--- src/hw/rtl/lbaf_pkg.sv ---
// ----------------------------------------------------------------------------
// lbaf_pkg
// Shared types and constants of the line box average filter.
// ----------------------------------------------------------------------------
package lbaf_pkg;

   localparam int SAMPLE_BITS = 16;
   localparam int RADIUS_BITS = 4;
   localparam logic [RADIUS_BITS-1:0] RADIUS_RESET = 4'd1;

   typedef struct packed {
      logic signed [SAMPLE_BITS-1:0] sample;
      logic                          line_end;
   } req_type;

   typedef struct packed {
      logic signed [SAMPLE_BITS-1:0] average;
      logic                          last_of_line;
   } rsp_type;

   // commands from the controller to the datapath
   typedef struct packed {
      logic accept;
      logic sum_load;
      logic sum_step;
      logic div_load;
      logic div_step;
      logic out_load;
      logic pos_next;
   } cmd_type;

   // status from the datapath to the controller
   typedef struct packed {
      logic any_out;
      logic read_last;
      logic div_last;
      logic slot_free;
      logic pos_last;
   } sts_type;

endpackage

--- src/hw/rtl/lbaf_ram.sv ---
// ----------------------------------------------------------------------------
// lbaf_ram
// Simple dual-port RAM, one write and one registered read port.
// ----------------------------------------------------------------------------
module lbaf_ram #(
   parameter int WIDTH = 16,
   parameter int DEPTH = 31
) (
   input  logic                     clock,
   input  logic                     wr_en,
   input  logic [$clog2(DEPTH)-1:0] wr_addr,
   input  logic [WIDTH-1:0]         wr_data,
   input  logic                     rd_en,
   input  logic [$clog2(DEPTH)-1:0] rd_addr,
   output logic [WIDTH-1:0]         rd_data
);

   logic [WIDTH-1:0] mem_ff [DEPTH];
   logic [WIDTH-1:0] rd_data_ff;

   always_ff @(posedge clock) begin
      if (wr_en) begin
         mem_ff[wr_addr] <= wr_data;
      end
      if (rd_en) begin
         rd_data_ff <= mem_ff[rd_addr];
      end
   end

   assign rd_data = rd_data_ff;

endmodule

--- src/hw/rtl/lbaf_ctrl.sv ---
// ----------------------------------------------------------------------------
// lbaf_ctrl
// Sequencer: accepts a request, then for each output position walks the
// window sum, the divide and the output load.
// ----------------------------------------------------------------------------
module lbaf_ctrl (
   input  logic              clock,
   input  logic              reset,
   input  logic              req_valid,
   output logic              req_stall,
   output lbaf_pkg::cmd_type cmd,
   input  lbaf_pkg::sts_type sts
);
   import lbaf_pkg::*;

   typedef enum logic [6:0] {
      ST_IDLE  = 7'b0000001,
      ST_LOAD  = 7'b0000010,
      ST_SUM   = 7'b0000100,
      ST_ADD   = 7'b0001000,
      ST_DIVLD = 7'b0010000,
      ST_DIV   = 7'b0100000,
      ST_PUT   = 7'b1000000
   } state_type;

   state_type state_ff;
   state_type state_in;

   always_comb begin
      state_in = state_ff;
      cmd      = '0;
      case (state_ff)
         ST_IDLE: begin
            if (req_valid) begin
               cmd.accept = 1'b1;
               if (sts.any_out) begin
                  state_in = ST_LOAD;
               end
            end
         end
         ST_LOAD: begin
            cmd.sum_load = 1'b1;
            state_in     = ST_SUM;
         end
         ST_SUM: begin
            cmd.sum_step = 1'b1;
            if (sts.read_last) begin
               state_in = ST_ADD;
            end
         end
         ST_ADD: begin
            // last read data lands in the accumulator here
            state_in = ST_DIVLD;
         end
         ST_DIVLD: begin
            cmd.div_load = 1'b1;
            state_in     = ST_DIV;
         end
         ST_DIV: begin
            cmd.div_step = 1'b1;
            if (sts.div_last) begin
               state_in = ST_PUT;
            end
         end
         ST_PUT: begin
            if (sts.slot_free) begin
               cmd.out_load = 1'b1;
               if (sts.pos_last) begin
                  state_in = ST_IDLE;
               end else begin
                  cmd.pos_next = 1'b1;
                  state_in     = ST_LOAD;
               end
            end
         end
         default: begin
            state_in = ST_IDLE;
         end
      endcase
   end

   always_ff @(posedge clock) begin
      if (reset) begin
         state_ff <= ST_IDLE;
      end else begin
         state_ff <= state_in;
      end
   end

   assign req_stall = (state_ff != ST_IDLE);

endmodule

--- src/hw/rtl/lbaf_dp.sv ---
// ----------------------------------------------------------------------------
// lbaf_dp
// Datapath: window store, line position, window sum, radix-2 divider and
// output register.
// ----------------------------------------------------------------------------
module lbaf_dp #(
   parameter int MAX_RADIUS = 15,
   parameter int MAX_LINE   = 4096
) (
   input  logic                                 clock,
   input  logic                                 reset,
   input  lbaf_pkg::cmd_type                    cmd,
   output lbaf_pkg::sts_type                    sts,
   input  lbaf_pkg::req_type                    req_payload,
   input  logic                                 csr_wr_en,
   input  logic [lbaf_pkg::RADIUS_BITS-1:0]     csr_wr_data,
   input  logic                                 rsp_stall,
   output logic                                 rsp_valid,
   output lbaf_pkg::rsp_type                    rsp_payload
);
   import lbaf_pkg::*;

   localparam int DEPTH  = 2 * MAX_RADIUS + 1;
   localparam int ADDR_W = $clog2(DEPTH);
   localparam int POS_W  = $clog2(MAX_LINE);
   localparam int RAD_W  = $clog2(MAX_RADIUS + 1);
   localparam int CMP_W  = ((POS_W > RAD_W) ? POS_W : RAD_W) + 1;
   localparam int CNT_W  = $clog2(2 * MAX_RADIUS + 2);
   localparam int SUM_W  = SAMPLE_BITS + CNT_W;
   localparam int ITER_W = $clog2(SAMPLE_BITS);

   // configuration and line tracking
   logic [RADIUS_BITS-1:0] radius_ff, radius_in;
   logic [POS_W-1:0]       line_pos_ff, line_pos_in;
   logic [ADDR_W-1:0]      wr_ptr_ff, wr_ptr_in;

   // per-request context
   logic [POS_W-1:0]  q_ff, q_in;
   logic [RAD_W-1:0]  r_ff, r_in;
   logic              end_ff, end_in;
   logic [ADDR_W-1:0] newest_ff, newest_in;
   logic [POS_W-1:0]  p_ff, p_in;
   logic [POS_W-1:0]  pend_ff, pend_in;

   // window sum
   logic [ADDR_W-1:0]        rd_ptr_ff, rd_ptr_in;
   logic [CNT_W-1:0]         left_ff, left_in;
   logic                     acc_vld_ff, acc_vld_in;
   logic signed [SUM_W-1:0]  acc_ff, acc_in;

   // divider
   logic [CNT_W-1:0]       rem_ff, rem_in;
   logic [SAMPLE_BITS-1:0] dvd_ff, dvd_in;
   logic                   neg_ff, neg_in;
   logic [CNT_W-1:0]       div_cnt_ff, div_cnt_in;
   logic [ITER_W-1:0]      iter_ff, iter_in;

   // output register
   logic    out_vld_ff, out_vld_in;
   rsp_type out_ff, out_in;

   logic [RAD_W-1:0]       r_live;
   logic [CMP_W-1:0]       q_live_x, r_live_x, q_x, r_x, p_x;
   logic                   q_ge_r;
   logic [CNT_W-1:0]       span;
   logic [SAMPLE_BITS-1:0] rd_data;
   logic [SUM_W-1:0]       mag;
   logic [CNT_W:0]         trial, diff;
   logic                   ge;
   logic [SAMPLE_BITS-1:0] quot;

   lbaf_ram #(
      .WIDTH(SAMPLE_BITS),
      .DEPTH(DEPTH)
   ) u_store (
      .clock  (clock),
      .wr_en  (cmd.accept),
      .wr_addr(wr_ptr_ff),
      .wr_data(req_payload.sample),
      .rd_en  (cmd.sum_step),
      .rd_addr(rd_ptr_ff),
      .rd_data(rd_data)
   );

   // radius above MAX_RADIUS saturates to MAX_RADIUS
   assign r_live   = (32'(radius_ff) > MAX_RADIUS) ? RAD_W'(MAX_RADIUS) : RAD_W'(radius_ff);
   assign q_live_x = CMP_W'(line_pos_ff);
   assign r_live_x = CMP_W'(r_live);
   assign q_ge_r   = (q_live_x >= r_live_x);

   assign q_x  = CMP_W'(q_ff);
   assign r_x  = CMP_W'(r_ff);
   assign p_x  = CMP_W'(p_ff);
   // window runs from max(p - r, 0) up to q, span is its length minus one
   assign span = (p_x >= r_x) ? CNT_W'(q_x - p_x + r_x) : CNT_W'(q_x);

   assign mag   = acc_ff[SUM_W-1] ? SUM_W'(-acc_ff) : SUM_W'(acc_ff);
   assign trial = {rem_ff, dvd_ff[SAMPLE_BITS-1]};
   assign ge    = (trial >= {1'b0, div_cnt_ff});
   assign diff  = trial - {1'b0, div_cnt_ff};
   assign quot  = neg_ff ? SAMPLE_BITS'(~dvd_ff + 1'b1) : dvd_ff;

   always_comb begin
      radius_in   = radius_ff;
      line_pos_in = line_pos_ff;
      wr_ptr_in   = wr_ptr_ff;
      q_in        = q_ff;
      r_in        = r_ff;
      end_in      = end_ff;
      newest_in   = newest_ff;
      p_in        = p_ff;
      pend_in     = pend_ff;

      if (csr_wr_en) begin
         radius_in = csr_wr_data;
      end

      if (cmd.accept) begin
         q_in      = line_pos_ff;
         r_in      = r_live;
         end_in    = req_payload.line_end;
         newest_in = wr_ptr_ff;
         wr_ptr_in = (wr_ptr_ff == ADDR_W'(DEPTH - 1)) ? '0 : wr_ptr_ff + 1'b1;
         p_in      = q_ge_r ? POS_W'(q_live_x - r_live_x) : '0;
         pend_in   = req_payload.line_end ? line_pos_ff : POS_W'(q_live_x - r_live_x);
         if (req_payload.line_end) begin
            line_pos_in = '0;
         end else if (line_pos_ff < POS_W'(MAX_LINE - 1)) begin
            line_pos_in = line_pos_ff + 1'b1;
         end
      end else if (cmd.pos_next) begin
         p_in = p_ff + 1'b1;
      end
   end

   always_comb begin
      rd_ptr_in  = rd_ptr_ff;
      left_in    = left_ff;
      acc_vld_in = cmd.sum_step;
      acc_in     = acc_ff;
      if (cmd.sum_load) begin
         rd_ptr_in = newest_ff;
         left_in   = span;
         acc_in    = '0;
      end else begin
         if (cmd.sum_step) begin
            // walk back from the newest sample
            rd_ptr_in = (rd_ptr_ff == '0) ? ADDR_W'(DEPTH - 1) : rd_ptr_ff - 1'b1;
            left_in   = left_ff - 1'b1;
         end
         if (acc_vld_ff) begin
            acc_in = acc_ff + SUM_W'(signed'(rd_data));
         end
      end
   end

   always_comb begin
      rem_in     = rem_ff;
      dvd_in     = dvd_ff;
      neg_in     = neg_ff;
      div_cnt_in = div_cnt_ff;
      iter_in    = iter_ff;
      if (cmd.div_load) begin
         // magnitude is at most count << (sample bits - 1), so the top part is below count
         rem_in     = CNT_W'(mag[SUM_W-2:SAMPLE_BITS]);
         dvd_in     = mag[SAMPLE_BITS-1:0];
         neg_in     = acc_ff[SUM_W-1];
         div_cnt_in = span + 1'b1;
         iter_in    = ITER_W'(SAMPLE_BITS - 1);
      end else if (cmd.div_step) begin
         rem_in  = ge ? diff[CNT_W-1:0] : trial[CNT_W-1:0];
         dvd_in  = {dvd_ff[SAMPLE_BITS-2:0], ge};
         iter_in = iter_ff - 1'b1;
      end
   end

   always_comb begin
      out_in     = out_ff;
      out_vld_in = out_vld_ff;
      if (cmd.out_load) begin
         out_in.average      = signed'(quot);
         out_in.last_of_line = end_ff && (p_ff == q_ff);
         out_vld_in          = 1'b1;
      end else if (!rsp_stall) begin
         out_vld_in = 1'b0;
      end
   end

   always_ff @(posedge clock) begin
      if (reset) begin
         radius_ff   <= RADIUS_RESET;
         line_pos_ff <= '0;
         wr_ptr_ff   <= '0;
         acc_vld_ff  <= 1'b0;
         out_vld_ff  <= 1'b0;
      end else begin
         radius_ff   <= radius_in;
         line_pos_ff <= line_pos_in;
         wr_ptr_ff   <= wr_ptr_in;
         acc_vld_ff  <= acc_vld_in;
         out_vld_ff  <= out_vld_in;
      end
   end

   always_ff @(posedge clock) begin
      q_ff       <= q_in;
      r_ff       <= r_in;
      end_ff     <= end_in;
      newest_ff  <= newest_in;
      p_ff       <= p_in;
      pend_ff    <= pend_in;
      rd_ptr_ff  <= rd_ptr_in;
      left_ff    <= left_in;
      acc_ff     <= acc_in;
      rem_ff     <= rem_in;
      dvd_ff     <= dvd_in;
      neg_ff     <= neg_in;
      div_cnt_ff <= div_cnt_in;
      iter_ff    <= iter_in;
      out_ff     <= out_in;
   end

   assign sts.any_out   = q_ge_r || req_payload.line_end;
   assign sts.read_last = (left_ff == '0);
   assign sts.div_last  = (iter_ff == '0);
   assign sts.slot_free = !out_vld_ff || !rsp_stall;
   assign sts.pos_last  = (p_ff == pend_ff);

   assign rsp_valid   = out_vld_ff;
   assign rsp_payload = out_ff;

endmodule

--- src/hw/rtl/line_box_average_filter.sv ---
// A request with no output is accepted and the sequencer stays idle. Each output
// clears the sum, reads terms = window length after clipping (up to 2 * radius + 1)
// at one store read a cycle, adds the last read, runs the radix-2 divider and loads
// the output. A line-end request gives up to radius + 1 outputs (fewer on a short
// line); the next request waits for all of them, and a full, stalled output holds off a load.
// Reset: radius 1, line position 0, no output pending; window store is not cleared.
// ----------------------------------------------------------------------------
// line_box_average_filter
// Edge-normalized box average along a line of signed samples, one request per
// sample, with the line tail flushed at the line's last sample.
// ----------------------------------------------------------------------------
module line_box_average_filter #(
   parameter int MAX_RADIUS = 15,
   parameter int MAX_LINE   = 4096
) (
   input  logic                             clock,
   input  logic                             reset,
   input  logic                             req_valid,
   output logic                             req_stall,
   input  lbaf_pkg::req_type                req_payload,
   output logic                             rsp_valid,
   input  logic                             rsp_stall,
   output lbaf_pkg::rsp_type                rsp_payload,
   input  logic                             csr_wr_en,
   input  logic [lbaf_pkg::RADIUS_BITS-1:0] csr_wr_data
);
   import lbaf_pkg::*;

   cmd_type cmd;
   sts_type sts;

   lbaf_ctrl u_ctrl (
      .clock    (clock),
      .reset    (reset),
      .req_valid(req_valid),
      .req_stall(req_stall),
      .cmd      (cmd),
      .sts      (sts)
   );

   lbaf_dp #(
      .MAX_RADIUS(MAX_RADIUS),
      .MAX_LINE  (MAX_LINE)
   ) u_dp (
      .clock      (clock),
      .reset      (reset),
      .cmd        (cmd),
      .sts        (sts),
      .req_payload(req_payload),
      .csr_wr_en  (csr_wr_en),
      .csr_wr_data(csr_wr_data),
      .rsp_stall  (rsp_stall),
      .rsp_valid  (rsp_valid),
      .rsp_payload(rsp_payload)
   );

endmodule
--- config.mk ---
export PLATFORM = sky130hd
export DESIGN_NAME = line_box_average_filter
export DESIGN_NICKNAME = d
export VERILOG_FILES = /design/src/hw/rtl/lbaf_pkg.sv /design/src/hw/rtl/lbaf_ram.sv /design/src/hw/rtl/lbaf_ctrl.sv /design/src/hw/rtl/lbaf_dp.sv /design/src/hw/rtl/line_box_average_filter.sv
export SDC_FILE = /design/constraint.sdc
export NUM_CORES = 1
export LEC_CHECK = 0
export ABC_AREA = 0
export ABC_CLOCK_PERIOD_IN_PS = 4810
export BUFFER_PORTS_ARGS = -buffer_cell sky130_fd_sc_hd__buf_2
export CAP_MARGIN = 0
export CORE_ASPECT_RATIO = 0.9
export CORE_MARGIN = 2
export CORE_UTILIZATION = 39
export CTS_CLUSTER_DIAMETER = 50
export DETAILED_ROUTE_END_ITERATION = 8
export PLACE_DENSITY = 0.55
export SETUP_SLACK_MARGIN = 0.02
export SLEW_MARGIN = 0
export SYNTH_ARGS = -nofsm -noshare
export SYNTH_HDL_FRONTEND = slang
export SYNTH_SLANG_ARGS = --single-unit
--- constraint.sdc ---
create_clock -name clock -period 4.81 [get_ports clock]
set_input_delay 0.481 -clock clock [delete_from_list [all_inputs] [get_ports clock]]
set_output_delay 0.481 -clock clock [all_outputs]
set_load 0.005 [all_outputs]
==> run_results.csv, run 1 <==
group,metric,value,unit
clocking,cts_setup_buffers,0,
synth,syn-num-nets,1881,
clocking,h-tree-depth,3,
clocking,ctsResizeCount,0,
synth,ys_seq_area_frac,0.6747,
synth,async_flop_share,0,
placed_design,routabilityCongestion,0.8219,
layout,stdcell_area,32750,sq um
die,start_util,0.3945,
sta,max_slew.worst_pin.slew,1248,ps
pwr,power.density,482.8,nW/um^2
clocking,cts.sinks,667,
synth,synthCells,1795,
sta,clock_skew,27.11,ps
sta,setup_tns,0,ps
route,drt-wirelength-per-cell,23.04,um
die,core,73160,sq um
clocking,root_buffer,"clkbuf_16",
pwr,power.total,15.81,mW
route,drtAntennaViolNets,0,
sta,fin_crit_sh,0.6310,
route,firstDrtPassIters,4,
setup_path,path_cells,"buf_12 -> mux4_2 -> mux4_2 -> nand2_1 -> nand2_1",
setup_path,startpoint_type,"flop",
route,via_per_inst,5.411,
synth,ys_ff_latch,667,
synth,ys.warnings.count,0,
die,die_x,290.7,um
grt,grt_remaining_overflow,0,
sta,rsz0062_at_grt,"no",
synth,ys.flop_type,"edfxtp_1",
grt,grtUsageTotal,0.1779,
run,cap_violations,0,
die,core.rowCount,94,
sta,setup_viol,0,
setup_path,cp.required,5150,ps
setup_path,worst-path-buf-inv,1,
clocking,cts.path.max_buffers,3,
die,die_h,262.1,um
sta,final_hold_viol_count,0,
pwr,irDropWorstVdd,295.5,uV
setup_path,path_delay_family,"flip-flops",
outcome,status,"finished clean",
die,dieArea,76190,sq um
setup_path,crit_slowest_cell,"edfxtp_1",
worst_hold_path,hold_class,"in2reg",
placed_design,hpwlAfterDp,40.73,mm
clocking,cts_buffers,74,
route,drc,0,
sta,max_freq,0.3295,GHz
setup_path,cpPeakStageDelay,1170,ps
die,io_pins,45,
placed_design,dp_slack,1755,ps
setup_path,critPathMaxFanout,52,
grt,antenna_found_initial,2,
layout,syn2layout_area_growth,13.50,%
clocking,worst_skew_pair.late_latency,630,ps
synth,synth.distinct_cells,75,
sta,finalMaxSlewViolations,0,
clocking,cts_tree,"built",
route,vias,15630,
clocking,hold_buffers,0,
sta,slew_headroom,0.1680,
setup_path,worstSetupPathType,"reg2reg",
layout,drive_above_1_share,0.2002,
synth,synth_area,28860,sq um
layout,finish.utilization,0.4477,
setup_path,cp-end-kind,"flop",
route,drt-total-wl,66.54,mm
setup_path,cp.arrival,3370,ps
grt,grt_max_degree,80,
synth,synth-edff-count,611,
layout,nets,1955,
grt,grt_pass1_vias,15890,
sta,min_period,3035,ps
placed_design,io_buffers,44,
grt,grt_pass1_wl,101.5,mm
clocking,cts.reportedPaths.clkPinSlew,60,ps
sta,setup_ws,1775,ps
synth,syn-mean-instance-area,16.08,sq um
layout,diodes,0,
route,drtIter0Drc,1215,
placed_design,dpl_cell_area,30380,sq um
pwr,p_leak,10.95,nW
-- cell families (layout without fill, tap and decap cells) --
logic type                 count (synthesis)  after routing  synth area share
muxes                                    188            188            0.1273
buffers and inverters                    143            276           0.01990
adders and majority gates                 60             60           0.02784
and+or+nand+nor                          399            399           0.06552
DFF                                      667            667            0.6747
AOI/OAI and AO/OA                        211            211           0.04622
xor gates and xnor gates                 127            127           0.03855
-- path summary, 6_finish.rpt --
path	startpoint	end	slack, ps	cells after the start
min	csr_wr_data[3]	u_dp.r_live[3]	100	3
max	u_dp.rd_ptr_ff[1]	u_dp.u_store.rd_data[0]	1770	5
min reg2reg	u_dp.r_live[2]	u_dp.r_ff[2]	470	0
max reg2reg	u_dp.rd_ptr_ff[1]	u_dp.u_store.rd_data[0]	1770	5
-- layout make-up --
cell class / count / area (sq um)
repair buffers: 86 / 598.1
clock inverters: 47 / 446.7
multi-input cells: 985 / 8906
flip-flops and latches: 667 / 19470
well taps: 960 / 1201
clock buffers: 88 / 1926
inverters: 55 / 206.4
fillers: 6398 / 40400
-- per-layer routing --
layer | up-vias | track usage | part of all wire
met1 | 8027 | 0.2486 | 0.45
met3 | 87 | 0.03459 | 0.057
met4 | 4 | 0.04850 | 0.020
met5 | - | 0 | 0.00036
li1 | 7101 | - | -
met2 | 408 | 0.2865 | 0.47
-- placed cells by master, fill, tap and decap left out, types with 12 or more instances in the layout --
| cell | instances |
|---|---|
| nand2_1 | 155 |
| xor2_1 | 48 |
| dfxtp_1 | 56 |
| mux2i_1 | 43 |
| a21oi_1 | 47 |
| buf_2 | 44 |
| mux4_2 | 143 |
| edfxtp_1 | 611 |
| nand3_1 | 19 |
| clkbuf_1 | 13 |
| o21ai_0 | 71 |
| nor3_1 | 17 |
| clkinv_1 | 17 |
| ha_1 | 53 |
| clkbuf_16 | 75 |
| xnor2_1 | 79 |
| inv_1 | 53 |
| nor4_1 | 12 |
| clkinv_2 | 12 |
| nor2_1 | 89 |
| a21o_1 | 13 |
| buf_4 | 37 |
| nor2_2 | 17 |
-- registers in the layout, summed over array words and instances (netlist names), 7 cells and up --
register / flops
u_dp.u_store.mem_ff: 496
u_dp.acc_ff: 21
u_dp.rsp_payload: 17
u_dp.dvd_ff: 16
u_dp.u_store.rd_data: 16
u_dp.line_pos_ff: 12
u_dp.p_ff: 12
u_dp.pend_ff: 12
u_dp.q_ff: 12
u_ctrl.state_ff: 7
-- report_power, final --
part | switching (mW) | total [mW] | internal, mW
logic | 1.77 | 3.11 | 1.34
registers | 0.384 | 7.16 | 6.78
clock network | 2.36 | 5.54 | 3.18
total | 4.51 | 15.8 | 11.3
-- tightest hold or removal path: stages --
cell     delay (ps)
buf_2            80
mux2i_1          50
nor2_1           70
-- Yosys cell counts, drive strengths merged, types with 12 or more instances --
library cell	instances	share of area
edfxtp	611	0.64
nand2	155	0.020
mux4	143	0.11
nor2	113	0.015
xnor2	79	0.024
o21ai	76	0.013
clkbuf	62	0.0081
dfxtp	56	0.039
inv	54	0.0070
ha	53	0.023
xor2	48	0.015
a21oi	47	0.0082
mux2i	43	0.015
buf	26	0.0046
nor3	22	0.0047
nand3	19	0.0033
a21o	13	0.0034
nor4	12	0.0026
o31ai	12	0.0033
-- stage by stage --
stage | hold WS [ps] | cells
2_1_floorplan | 406.4 | 1795
3_3_place_gp | 443.9 | 2753
3_5_place_dp | 457.3 | 2753
4_1_cts | 75.89 | 2888
5_1_grt | 102.2 | 2888
6_report | 99.02 | 2888
Power figures use the tool's default switching activity.
==> run 2: changes to the inputs <==
--- a/config.mk
+++ b/config.mk
@@ -6,7 +6,7 @@
 export NUM_CORES = 1
 export LEC_CHECK = 0
 export ABC_AREA = 0
-export ABC_CLOCK_PERIOD_IN_PS = 4810
+export ABC_CLOCK_PERIOD_IN_PS = 2500
 export BUFFER_PORTS_ARGS = -buffer_cell sky130_fd_sc_hd__buf_2
 export CAP_MARGIN = 0
 export CORE_ASPECT_RATIO = 0.9
@@ -14,7 +14,7 @@
 export CORE_UTILIZATION = 39
 export CTS_CLUSTER_DIAMETER = 50
 export DETAILED_ROUTE_END_ITERATION = 8
-export PLACE_DENSITY = 0.55
+export PLACE_DENSITY = 0.57
 export SETUP_SLACK_MARGIN = 0.02
 export SLEW_MARGIN = 0
 export SYNTH_ARGS = -nofsm -noshare
==> constraint.sdc (replaced) <==
create_clock -name clock -period 2.5 [get_ports clock]
set_input_delay 0.25 -clock clock [delete_from_list [all_inputs] [get_ports clock]]
set_output_delay 0.25 -clock clock [all_outputs]
set_load 0.005 [all_outputs]
==> run_results.csv, run 2 (synthesis gave the netlist of run 1 again) <==
group,metric,value,unit
sta,slew_headroom,0.6048,
die,core.rowCount,94,
die,dieArea,76190,sq um
die,die_h,262.1,um
clocking,cts.sinks,667,
setup_path,worst-path-buf-inv,1,
sta,finalMaxSlewViolations,0,
setup_path,crit_end,"u_dp.acc_ff[20]",
route,drtIter0Drc,1167,
route,via_per_inst,5.338,
clocking,root_buffer,"clkbuf_16",
worst_hold_path,holdPathStages,3,
outcome,status,"finished clean",
placed_design,dp_slack,-81.03,ps
pwr,irDropWorstVdd,582.7,uV
setup_path,r2r_slack,10,ps
setup_path,path_cells,"buf_4 -> ha_1 -> nand4_1 -> nor2_1 -> o21a_1 -> o21a_1 -> o31a_1 -> or4_1 -> a21oi_1",
sta,max_freq,0.4019,GHz
route,drtAntennaViolNets,0,
setup_path,critPathMaxFanout,8,
setup_path,crit_slowest_cell,"ha_1",
sta,final_hold_viol_count,0,
clocking,worst_skew_pair.late_latency,630,ps
sta,fin_crit_sh,0.9952,
die,core,73160,sq um
pwr,power.total,31.56,mW
sta,rsz0062_at_grt,"yes",
setup_path,reg2reg_to,"u_dp.acc_ff[20]",
route,vias,16070,
die,io_pins,45,
sta,min_period,2488,ps
layout,regMostFlops,"u_dp.u_store.mem_ff",
setup_path,cpPeakStageDelay,410,ps
route,drt-wirelength-per-cell,21.89,um
die,start_util,0.3945,
setup_path,crit_cells,9,
layout,final_common_cell,"edfxtp_1",
setup_path,worstSetupPathType,"reg2reg",
clocking,cts_buffers,75,
route,drt-total-wl,65.88,mm
layout,drive_above_1_share,0.2601,
grt,grt_max_degree,42,
grt,grt_remaining_overflow,0,
pwr,p_leak,11.68,nW
sta,clock_skew,23.77,ps
layout,largest_register_ffs,496,
grt,grt_pass1_wl,100.3,mm
grt,antenna_found_initial,3,
setup_path,reg2reg_depth,9,
placed_design,io_buffers,44,
worst_hold_path,hold_class,"in2reg",
setup_path,cp-end-kind,"flop",
setup_path,cp.required,3040,ps
setup_path,cp.arrival,3020,ps
run,cap_violations,0,
sta,setup_ws,12.03,ps
clocking,cts_tree,"built",
route,firstDrtPassIters,5,
sta,max_slew.worst_pin.slew,592.8,ps
clocking,h-tree-depth,3,
route,drc,0,
sta,setup_viol,0,
layout,syn2layout_area_growth,18.79,%
layout,nFillCells,6276,
placed_design,hpwlAfterDp,42.23,mm
setup_path,startpoint,"u_dp.u_store.rd_data[15]",
placed_design,routabilityCongestion,0.8062,
clocking,cts.path.max_buffers,3,
setup_path,crit_top_cell,"o21a_1",
grt,grt_pass1_vias,16470,
layout,nets,2078,
layout,mostFrequentLayoutCells,"611 x edfxtp_1, 154 x nand2_1, 143 x mux4_2",
die,die_x,290.7,um
grt,grtUsageTotal,0.1745,
pwr,power.density,920.8,nW/um^2
setup_path,path_delay_family,"compound AO/OA/AOI/OAI gates",
clocking,cts.reportedPaths.clkPinSlew,60,ps
setup_path,startpoint_type,"flop",
setup_path,worstReg2RegStart,"u_dp.u_store.rd_data[15]",
-- run 2: changes by cell type in the layout (fill, tap and decap cells not counted), moves of 6 or more --
cell,previous run,this run
dlygate4sd3_1,0,9
clkinv_2,12,4
nor2_2,17,27
ha_1,53,44
nor2_4,7,1
buf_4,37,122
buf_12,5,31
-- run 2: repair_timing --
| action | in CTS | in global routing |
|---|---|---|
| buffers inserted | 1 | 10 |
| hold buffers | 9 | 0 |
| gates resized for setup | 6 | 25 |
| gates cloned | 0 | 1 |
| setup endpoints to repair | 6 | 27 |
| hold endpoints to repair | 5 | 0 |
| pin swaps | 5 | 11 |
-- run 2: final cells by class --
type,count,area (sq um),share of cell area
antenna,1,2.502,0.00007300
clock buffer,92,2003,0.05844
sequential,667,19470,0.5679
multi-input combinational,986,9072,0.2647
clock inverter,42,450.4,0.01314
inverter,55,206.4,0.006023
timing repair buffer,207,1874,0.05468
tap,960,1201,0.03504
-- run 2: worst reg2reg max path, delay by kind of cell (launching register included) --
family | cells | cell delay (ps)
compound gates | 4 | 760
fa+ha+maj | 1 | 410
buf+inv | 1 | 180
flops | 1 | 350
simple gates | 3 | 710
-- run 2: worst min path at each step --
stage | startpoint | slack, ps | to
2_1_floorplan | reset | 330 | u_ctrl.state_ff[3]
3_3_place_gp | u_dp.rem_ff[4] | 460 | u_dp.rem_ff[4]
3_5_place_dp | u_dp.rem_ff[4] | 470 | u_dp.rem_ff[4]
4_1_cts | reset | 30 | u_ctrl.state_ff[6]
5_1_grt | reset | 30 | u_ctrl.state_ff[6]
6_report | reset | 50 | u_ctrl.state_ff[6]
-- run 2: layer usage --
layer,global-route usage,share of wire,up-vias
met2,0.2898,0.48,379
met1,0.2399,0.45,8255
met3,0.03062,0.048,96
met5,0,0.00070,-
met4,0.04462,0.019,6
li1,-,-,7330
-- run 2: metrics by stage --
step	setup TNS, ps	instances	hold slack [ps]	util	instance area, sq um
after floorplan	-12880	1795	329.3	-	28880
after global placement	-261.1	2854	458.2	0.4303	31480
after detailed placement	-253.7	2854	471.0	0.4303	31480
after CTS	-13.05	2998	25.48	0.4655	34050
after global routing	-282.8	3009	27.72	0.4685	34280
final	0	3010	46.75	0.4686	34280
-- run 2: power by group --
group          switching (mW)  internal [mW]  leakage, nW
registers               0.538           13.0         5.98
clock network            4.49           6.30         1.18
logic                    3.84           3.36         4.52
total                    8.87           22.7         11.7
